## config.mk

```make
export PLATFORM = sky130hd
export DESIGN_NAME = clf_front_flat
export DESIGN_NICKNAME = d
export VERILOG_FILES = /design/src/clf_pkg.sv /design/src/clf_if.sv /design/src/clf_front.sv /design/src/flat_wrapper.sv
export SDC_FILE = /design/constraint.sdc
export NUM_CORES = 1
export LEC_CHECK = 0
export ABC_AREA = 1
export BUFFER_PORTS_ARGS = -buffer_cell sky130_fd_sc_hd__buf_2
export CAP_MARGIN = 20
export CORE_ASPECT_RATIO = 0.8
export CORE_MARGIN = 2
export CORE_UTILIZATION = 45
export DETAILED_ROUTE_END_ITERATION = 8
export GPL_ROUTABILITY_DRIVEN = 0
export GPL_TIMING_DRIVEN = 0
export PLACE_DENSITY = 0.81
export SLEW_MARGIN = 15
export SYNTH_ARGS = -nofsm -noshare
export SYNTH_HDL_FRONTEND = slang
export SYNTH_SLANG_ARGS = --single-unit
```

## constraint.sdc

```tcl
create_clock -name clk -period 2.9 [get_ports clk]
set_input_delay 0.87 -clock clk [delete_from_list [all_inputs] [get_ports clk]]
set_output_delay 0.87 -clock clk [all_outputs]
set_load 0.01 [all_outputs]
```

## src/clf_pkg.sv

```systemverilog
package clf_pkg;
  localparam int DIM_DEF = 4;
  localparam int FRAC_DEF = 16;
  localparam int IDX_W = 2;
  localparam int VAL_W = 32;
  localparam int SIZE_W = 3;
  localparam logic [SIZE_W-1:0] SIZE_RESET = 3'd4;

  typedef enum logic [3:0] {
    ST_IDLE, ST_DIAG_ACC, ST_DIAG_MUL, ST_SQRT, ST_OFF_ACC, ST_OFF_MUL,
    ST_DIV, ST_DIV_WR, ST_EMIT_RD, ST_EMIT
  } back_state_t;

  typedef struct packed {
    logic [IDX_W-1:0] row;
    logic [IDX_W-1:0] col;
    logic [VAL_W-1:0] value;
    logic             start;
  } load_item_t;

  typedef struct packed {
    logic [IDX_W-1:0] row;
    logic [IDX_W-1:0] col;
    logic [VAL_W-1:0] value;
    logic             clamped;
    logic             last;
  } factor_item_t;
endpackage

```

## src/clf_if.sv

```systemverilog
interface clf_load_if import clf_pkg::*; ();
  logic       valid;
  logic       ready;
  load_item_t data;
  modport source (output valid, output data, input ready);
  modport sink (input valid, input data, output ready);
endinterface


```

## src/clf_front.sv

```systemverilog
// Accepts load items and queues them, marking out-of-range or upper-triangle stores so they are not stored.
module clf_front import clf_pkg::*; #(
  parameter int DIM = DIM_DEF,
  parameter int DEPTH = 2
) (
  input  logic       clk,
  input  logic       rst_n,
  clf_load_if.sink   in_ch,
  output logic       q_valid,
  input  logic       q_pop,
  output load_item_t q_item,
  output logic       q_store
);
  localparam int PW = $clog2(DEPTH);
  load_item_t       mem_r [DEPTH];
  logic             st_r [DEPTH];
  logic [PW-1:0]    wp_r, rp_r;
  logic [PW:0]      cnt_r;
  logic             push, keep;

  assign in_ch.ready = (cnt_r != (PW+1)'(DEPTH));
  assign push = in_ch.valid && in_ch.ready;
  assign keep = (int'(in_ch.data.row) < DIM) && (int'(in_ch.data.col) < DIM)
                && (in_ch.data.col <= in_ch.data.row);
  assign q_valid = (cnt_r != '0);
  assign q_item = mem_r[rp_r];
  assign q_store = st_r[rp_r];

  always_ff @(posedge clk) begin
    if (push) begin
      mem_r[wp_r] <= in_ch.data;
      st_r[wp_r] <= keep;
    end
  end

  always_ff @(posedge clk) begin
    if (!rst_n) begin
      wp_r <= '0;
      rp_r <= '0;
      cnt_r <= '0;
    end else begin
      if (push) wp_r <= (int'(wp_r) == DEPTH-1) ? '0 : wp_r + 1'b1;
      if (q_pop) rp_r <= (int'(rp_r) == DEPTH-1) ? '0 : rp_r + 1'b1;
      cnt_r <= cnt_r + (PW+1)'(push) - (PW+1)'(q_pop);
    end
  end
endmodule

```

## src/flat_wrapper.sv

```systemverilog
// flat-port wrapper written by rule: the top's interface ports become plain ports
module clf_front_flat import clf_pkg::*;
#(
  parameter int DIM = DIM_DEF,
  parameter int DEPTH = 2
)
  (clk, rst_n, q_valid, q_pop, q_item, q_store, in_ch_valid, in_ch_data, in_ch_ready);
  clf_load_if in_ch_i ();
  input  logic clk;
  input  logic rst_n;
  output logic q_valid;
  input  logic q_pop;
  output load_item_t q_item;
  output logic q_store;
  input wire logic [$bits(in_ch_i.valid)-1:0] in_ch_valid;
  input wire logic [$bits(in_ch_i.data)-1:0] in_ch_data;
  output wire logic [$bits(in_ch_i.ready)-1:0] in_ch_ready;
  assign in_ch_i.valid = in_ch_valid;
  assign in_ch_i.data = in_ch_data;
  assign in_ch_ready = in_ch_i.ready;
  clf_front #(.DIM(DIM), .DEPTH(DEPTH)) u_core (.clk(clk), .rst_n(rst_n), .in_ch(in_ch_i), .q_valid(q_valid), .q_pop(q_pop), .q_item(q_item), .q_store(q_store));
endmodule
```

==> results of run 1 <==
-- area by class of cell --
type / instances / area share [%]
clock buffers: 9 / 3.228
multi-input cells: 67 / 17.12
well taps: 84 / 2.739
flip-flops and latches: 81 / 62.08
clock inverters: 6 / 1.565
repair buffers: 82 / 11.48
plain buffers: 4 / 1.011
inverters: 8 / 0.7825
-- cells by family after synthesis --
group | Yosys count | synth area share [%]
AO/OA/AOI/OAI | 2 | 0.3233
AND/OR/NAND/NOR | 24 | 2.953
flip-flops | 81 | 77.02
multiplexers | 38 | 16.26
adder cells (fa/ha/maj) | 3 | 1.214
buffers and inverters | 12 | 2.225
-- layer usage --
| layer | up-vias | track usage, % | wire [microns] |
|---|---|---|---|
| li1 | 780 | - | - |
| met5 | - | 0 | 0 |
| met3 | 10 | 4.630 | 292 |
| met1 | 783 | 17.25 | 2263 |
| met2 | 60 | 22.50 | 2515 |
| met4 | 0 | 5.915 | 93 |
-- cells in the final DEF, fill, tap and decap left out, drive strengths merged --
master    count
buf          86
nand3         1
mux2         38
nand2        14
clkinvlp      2
a21oi         1
nor2          9
inv           8
bufinv        1
edfxtp       76
clkinv        3
ha            3
o21ai         1
clkbuf        9
dfxtp         5
-- metrics by stage --
step / TNS (ps) / total power, uW / hold WS (ps) / instances
after floorplan: 0 / 1644 / 463.5 / 160
after global placement: -12680 / 1771 / 476.2 / 324
after detailed placement: 0 / 1801 / 494.8 / 326
after CTS: 0 / 2575 / 519.1 / 341
after global routing: 0 / 2644 / 547.4 / 341
final: 0 / 2541 / 508.2 / 341
-- how the worst max path moves through the flow --
stage / to / start / slack [ps] / cells after the start
after floorplan: u_core.mem_r[1][0]$_DFFE_PP_ / in_ch_valid / 490 / 2
after global placement: u_core.mem_r[1][21]$_DFFE_PP_ / in_ch_valid / -180 / 3
after detailed placement: u_core.mem_r[1][21]$_DFFE_PP_ / in_ch_valid / 710 / 4
after CTS: q_item[24] / flip-flop / 490 / 4
after global routing: q_item[24] / flip-flop / 450 / 4
final: q_item[24] / flip-flop / 530 / 4
-- power by group --
group	total [uW]	switching [uW]	leakage (uW)	internal, uW
sequential	1410	24.5	0.000749	1390
clock	774	386	0.0000909	388
combinational	357	186	0.000696	171
-- registers in the layout (all words and copies together), names as in the netlist, named ones only --
signal / cells
u_core.rp_r: 1
u_core.wp_r: 1
u_core.mem_r: 74
u_core.cnt_r: 2
u_core.st_r: 2
-- worst max-delay path: stages (launching register included) --
cell	delay, ps
dfxtp_1	340
buf_6	160
buf_6	200
mux2_4	320
buf_2	140
==> summary.txt, run 1 <==
Clocking
  – Clk slew on worst S/H paths: 80 ps
  – Clk sinks: 81
  – Setup bufs post-CTS: 0
  – Hold_buf cts: 0
  – CTS max path bufs: 2
  – CTS H-tree depth: 3
  – Worst skew pair latency: 340 ps
  – CTS resizes: 0
  – Total CTS buffers: 9
  – TritonCTS clock tree: built
  – Clk root buf: clkbuf_8

Layout
  – Final Cell Area: 0.003837 sq mm
  – Multi-input gate area: 656.9 sq um
  – Layout cells sized above 1: 54.86%
  – Core Util, Final: 58.98%
  – Filler cells: 512
  – N_diodes: 0
  – Area growth, synth to finish: 24.07%
  – Nets: 297
  – FF/Latch Area: 0.002382 sq mm

Synthesis
  – Area leader, netlist: edfxtp_1
  – Top-count cell post-synth: edfxtp_1
  – Commonest cells in the netlist: edfxtp_1, mux2_4, mux2_2, nand2_1, nor2_1
  – Mean Syn Cell Area: 19.33 sq um
  – Async set-reset flop share out of synthesis: 0%
  – Cell Area, Synth: 0.003093 sq mm
  – Mapped Cells: 160
  – Warnings from Yosys: 0
  – Primary FF master, synth: edfxtp_1
  – Synth top area cells: edfxtp_1, mux2_4, mux2_2
  – Synth unique cells: 13
  – Post-synth EDFFs: 76
  – Sequential area share after synthesis: 77.02%
  – Synth Register Bits: 81
  – Net Count, Synth: 204
  – Top cell type's share of synthesized area: 73.79%

Timing
  – Final setup fails: 0
  – Worst-margin pin slew: 489.5 ps
  – Final Critical Period: 2373 ps
  – Final worst slack: 526.9 ps
  – Max-slew violations: 0
  – Slew HR: 67.29%
  – Final period util: 81.83%
  – RSZ-0062 raised after global routing: false
  – Fmax: 0.4214 GHz
  – Final Hold Fails: 0
  – Final Skew: 5.537 ps

Hold path
  – Min-delay src: u_core.rp_r$_SDFFE_PN0P_
  – Hold Crit Class: flip-flop to flip-flop
  – Worst hold stages: 2

Setup path
  – Worst R2R Start: u_core.cnt_r[0]$_SDFF_PN0_
  – CP Max Fanout: 10
  – CP Data Required Time: 2030 ps
  – CP arrival: 1500 ps
  – Element type at the critical path start: flip-flop
  – Critical path endpoint category: primary output
  – Crit Path Category: flip-flop to primary output
  – Reg2reg setup slack: 1250 ps
  – Reg2reg path depth: 5
  – Reg2reg end: u_core.mem_r[1][25]$_DFFE_PP_

Route
  – ANT nets after route: 0
  – Drt via density: 4.789
  – Pre-Repair DR Iteration Count: 4
  – # DRC: 0
  – Routed wire per std cell: 15.14 microns
  – Total number of vias: 1,633
  – Final wirelength: 5164 microns
  – Iteration-0 DRC Markers: 48

Floorplan
  – Die height: 78.15 microns
  – I/O Pins: 81
  – CORE AREA: 0.006506 sq mm
  – Die Footprint: 0.007556 sq mm
  – Num rows: 26
  – Initial core utilization: 47.54%
  – Die width: 96.69 microns

Flow run
  – Max-Cap Viols: 0

Power and ir drop
  – VDD IR max: 0.3723 mV
  – P per Cell Area: 662.1 mW/mm^2
  – Leak: 0.001536 uW

Outcome
  – Result of the run: completed

Placement
  – DP Worst Slack: 713.7 ps
  – Post-DP HPWL: 3655 microns
  – Port bufs: 80
  – Placed Area: 0.003654 sq mm

GRT
  – Largest net degree at the start of global routing: 27
  – First-pass GRT wire length: 7983 microns
  – Initial antenna violation count: 0
  – Number of global-route vias before repair: 1,683
  – Gr ovfl total: 0
  – Total Routing Usage GR: 13.88%
Power figures use the tool's default switching activity.
==> inputs of run 2 (changes only) <==
- clock period: 2.9 -> 2 ns (I/O delays scaled with it)
==> run 2 against run 1 <==
Net effect:
- via count rose by 1.2%
- highest routed layer unchanged
- first-iteration DRC count fell by 4.2%
- cell area rose by 8.2%
- clock skew rose by 0.76 ps
- the flow now finishes with violations (setup timing)
- largest power group unchanged
- setup slack got worse by 570 ps
- core utilization rose by 4.8 points
- combinational power rose by 83%
- sequential share of layout area fell by 4.6 points
- global-route usage rose by 0.098 points
==> summary.txt, run 2 (synthesis gave the netlist of run 1 again) <==
Timing
  – Slew HR: 67.47% (+0.18 points)
  – Final Critical Period: 2043 ps
  – RSZ-0062 raised after global routing: true
  – Min Hold Slack: 434.6 ps (-73.66 ps)
  – Fin Setup TNS: -701.6 ps (-701.6 ps)
  – Final period util: 102.1%
  – Final Skew: 6.292 ps (+0.7550 ps)
  – Max-slew violations: 0 (unchanged)
  – Worst-margin pin slew: 486.8 ps (-2.699 ps)
  – Fmax: 0.4896 GHz
  – Final Hold Fails: 0 (unchanged)
  – Final setup fails: 26 (+26)
  – Final worst slack: -42.65 ps (-569.5 ps)

Route
  – Final wirelength: 5549 microns (+7.5%)
  – Routed wire per std cell: 15.99 microns (+5.6%)
  – ANT nets after route: 0 (unchanged)
  – Pre-Repair DR Iteration Count: 4 (unchanged)
  – Total number of vias: 1,652 (+1.2%)
  – Drt via density: 4.761 (-0.59%)
  – # DRC: 0 (unchanged)
  – Iteration-0 DRC Markers: 46 (-4.2%)

GRT
  – Total Routing Usage GR: 13.98% (+0.098 points)
  – Number of global-route vias before repair: 1,695 (+0.71%)
  – First-pass GRT wire length: 8038 microns (+0.69%)
  – Initial antenna violation count: 0 (unchanged)
  – Grt met1 use: 17.49% (+0.24 points)
  – Grt peak-use layer: met2
  – Met2 Usage GRT: 22.57% (+0.069 points)
  – Gr ovfl total: 0 (unchanged)
  – Largest net degree at the start of global routing: 27 (unchanged)
  – Met3 global-route usage: 4.630% (unchanged)

Setup path
  – CP Max Fanout: 5 (-5)
  – Largest delay contributor family on the critical path: buffers and inverters
  – CP max stage delay: 390 ps (+50 ps)
  – Critical-path cell list: buf_12, clkbuf_16, mux2_4, buf_6
  – CP arrival: 1440 ps (-60 ps)
  – Critical path endpoint category: primary output
  – Worst R2R Start: u_core.cnt_r[0]$_SDFF_PN0_
  – CP Data Required Time: 1400 ps (-630 ps)
  – Crit Path Category: flip-flop to primary output
  – Critical-path top delay cell: dfxtp_4
  – Element type at the critical path start: flip-flop
  – WP buf/inv: 3 (unchanged)

Floorplan
  – Die height: 78.15 microns (unchanged)
  – Die width: 96.69 microns (unchanged)
  – Initial core utilization: 47.54% (unchanged)
  – Die Footprint: 0.007556 sq mm (unchanged)
  – Num rows: 26 (unchanged)
  – CORE AREA: 0.006506 sq mm (unchanged)
  – I/O Pins: 81 (unchanged)

Power and ir drop
  – Leak: 0.001670 uW (+8.7%)
  – VDD IR max: 0.4918 mV (+32%)
  – P per Cell Area: 920.2 mW/mm^2 (+39%)

Outcome
  – Failing checks: setup timing
  – Result of the run: finished with violations

Clocking
  – Clk sinks: 81 (unchanged)
  – CTS max path bufs: 2 (unchanged)
  – CTS H-tree depth: 3 (unchanged)
  – TritonCTS clock tree: built
  – Clk slew on worst S/H paths: 80 ps (about the same)
  – Worst skew pair latency: 350 ps (about the same)
  – Clk root buf: clkbuf_8
  – Hold_buf cts: 0 (unchanged)
  – Total CTS buffers: 9 (unchanged)

Layout
  – Nets: 303 (+2.0%)
  – N_diodes: 0 (unchanged)
  – Area growth, synth to finish: 34.26%
  – Most common cell after layout, fill and taps aside: edfxtp_1
  – Core Util, Final: 63.83% (+4.8 points)
  – Largest register FFs: 74 (unchanged)
  – Layout cells sized above 1: 56.27% (+1.4 points)
  – Highest-count cells in the layout ignoring fill and taps: edfxtp_1, buf_2, buf_6
  – Regs by FF count: u_core.mem_r: 74 flops, u_core.cnt_r: 2 flops, u_core.st_r: 2 flops
  – Most flops, register: u_core.mem_r

Flow run
  – Max-Cap Viols: 0 (unchanged)

Placement
  – Port bufs: 80 (unchanged)
  – Post-DP HPWL: 3655 microns (unchanged)

Hold path
  – Min-delay src: in_ch_data[16]
  – Hold Crit Class: input pin to flip-flop
[run 2: cell types whose count changed in the layout (fill, tap and decap cells not counted), sizes merged]
cell    delta
clkbuf     +3
buf        +3
[run 2: metal layers]
metal | routed length [microns] | part of all wire [%] | up-vias
met5 | 0 | 0 | -
met4 | 97 | 1.7 | 0
met3 | 296 | 5.3 | 11
met2 | 2747 | 50 | 65
met1 | 2407 | 43 | 779
li1 | - | - | 797
[run 2: where the power goes]
| part | leakage (uW) | switching [uW] | internal (uW) |
|---|---|---|---|
| Sequential | 0.000749 | 39.9 | 2010 |
| Combinational | 0.000829 | 294 | 358 |
| Clock | 0.0000909 | 558 | 562 |
[run 2: area by class of cell]
| type | instances | area (sq um) |
|---|---|---|
| buffer | 4 | 71.32 |
| clock buffer | 9 | 123.9 |
| clock inverter | 6 | 60.06 |
| fill | 475 | 2354 |
| inverter | 8 | 30.03 |
| multi-input combinational | 67 | 675.6 |
| sequential | 81 | 2386 |
| tap | 84 | 105.1 |
| timing repair buffer | 88 | 700.7 |
[run 2: worst register-to-register path: cells and delay by family (launching register included)]
family                 cells  cell delay (ps)
AND/OR/NAND/NOR            3              710
flip-flops                 1              320
buffers and inverters      2              320
[run 2: worst paths after layout]
| path | to | slack, ps | depth (start not counted) |
|---|---|---|---|
| worst max-delay path | q_item[18] | -40 | 4 |
| worst min-delay path | u_core.mem_r[0][16]$_DFFE_PP_ | 430 | 1 |
| worst max register to register | u_core.mem_r[1][25]$_DFFE_PP_ | 350 | 5 |
| worst min register to register | flip-flop | 510 | 2 |
[run 2: repair_timing]
item / in CTS / in global routing
setup endpoints to repair: 30 / 36
hold endpoints to repair: 0 / 0
gates resized for setup: 5 / 37
cloned: 0 / 3
setup buffers: 3 / 0
pin swaps: 0 / 0
[run 2: metrics by stage]
stage	power, uW	setup WS (ps)	instances	cell area, sq um
3_3_place_gp	2567	-806.7	324	3603
5_1_grt	3975	-82.58	347	4153
3_5_place_dp	2611	83.69	326	3654
6_report	3822	-42.65	347	4153
2_1_floorplan	2384	-139.1	160	3098
4_1_cts	3747	-60.22	344	3879
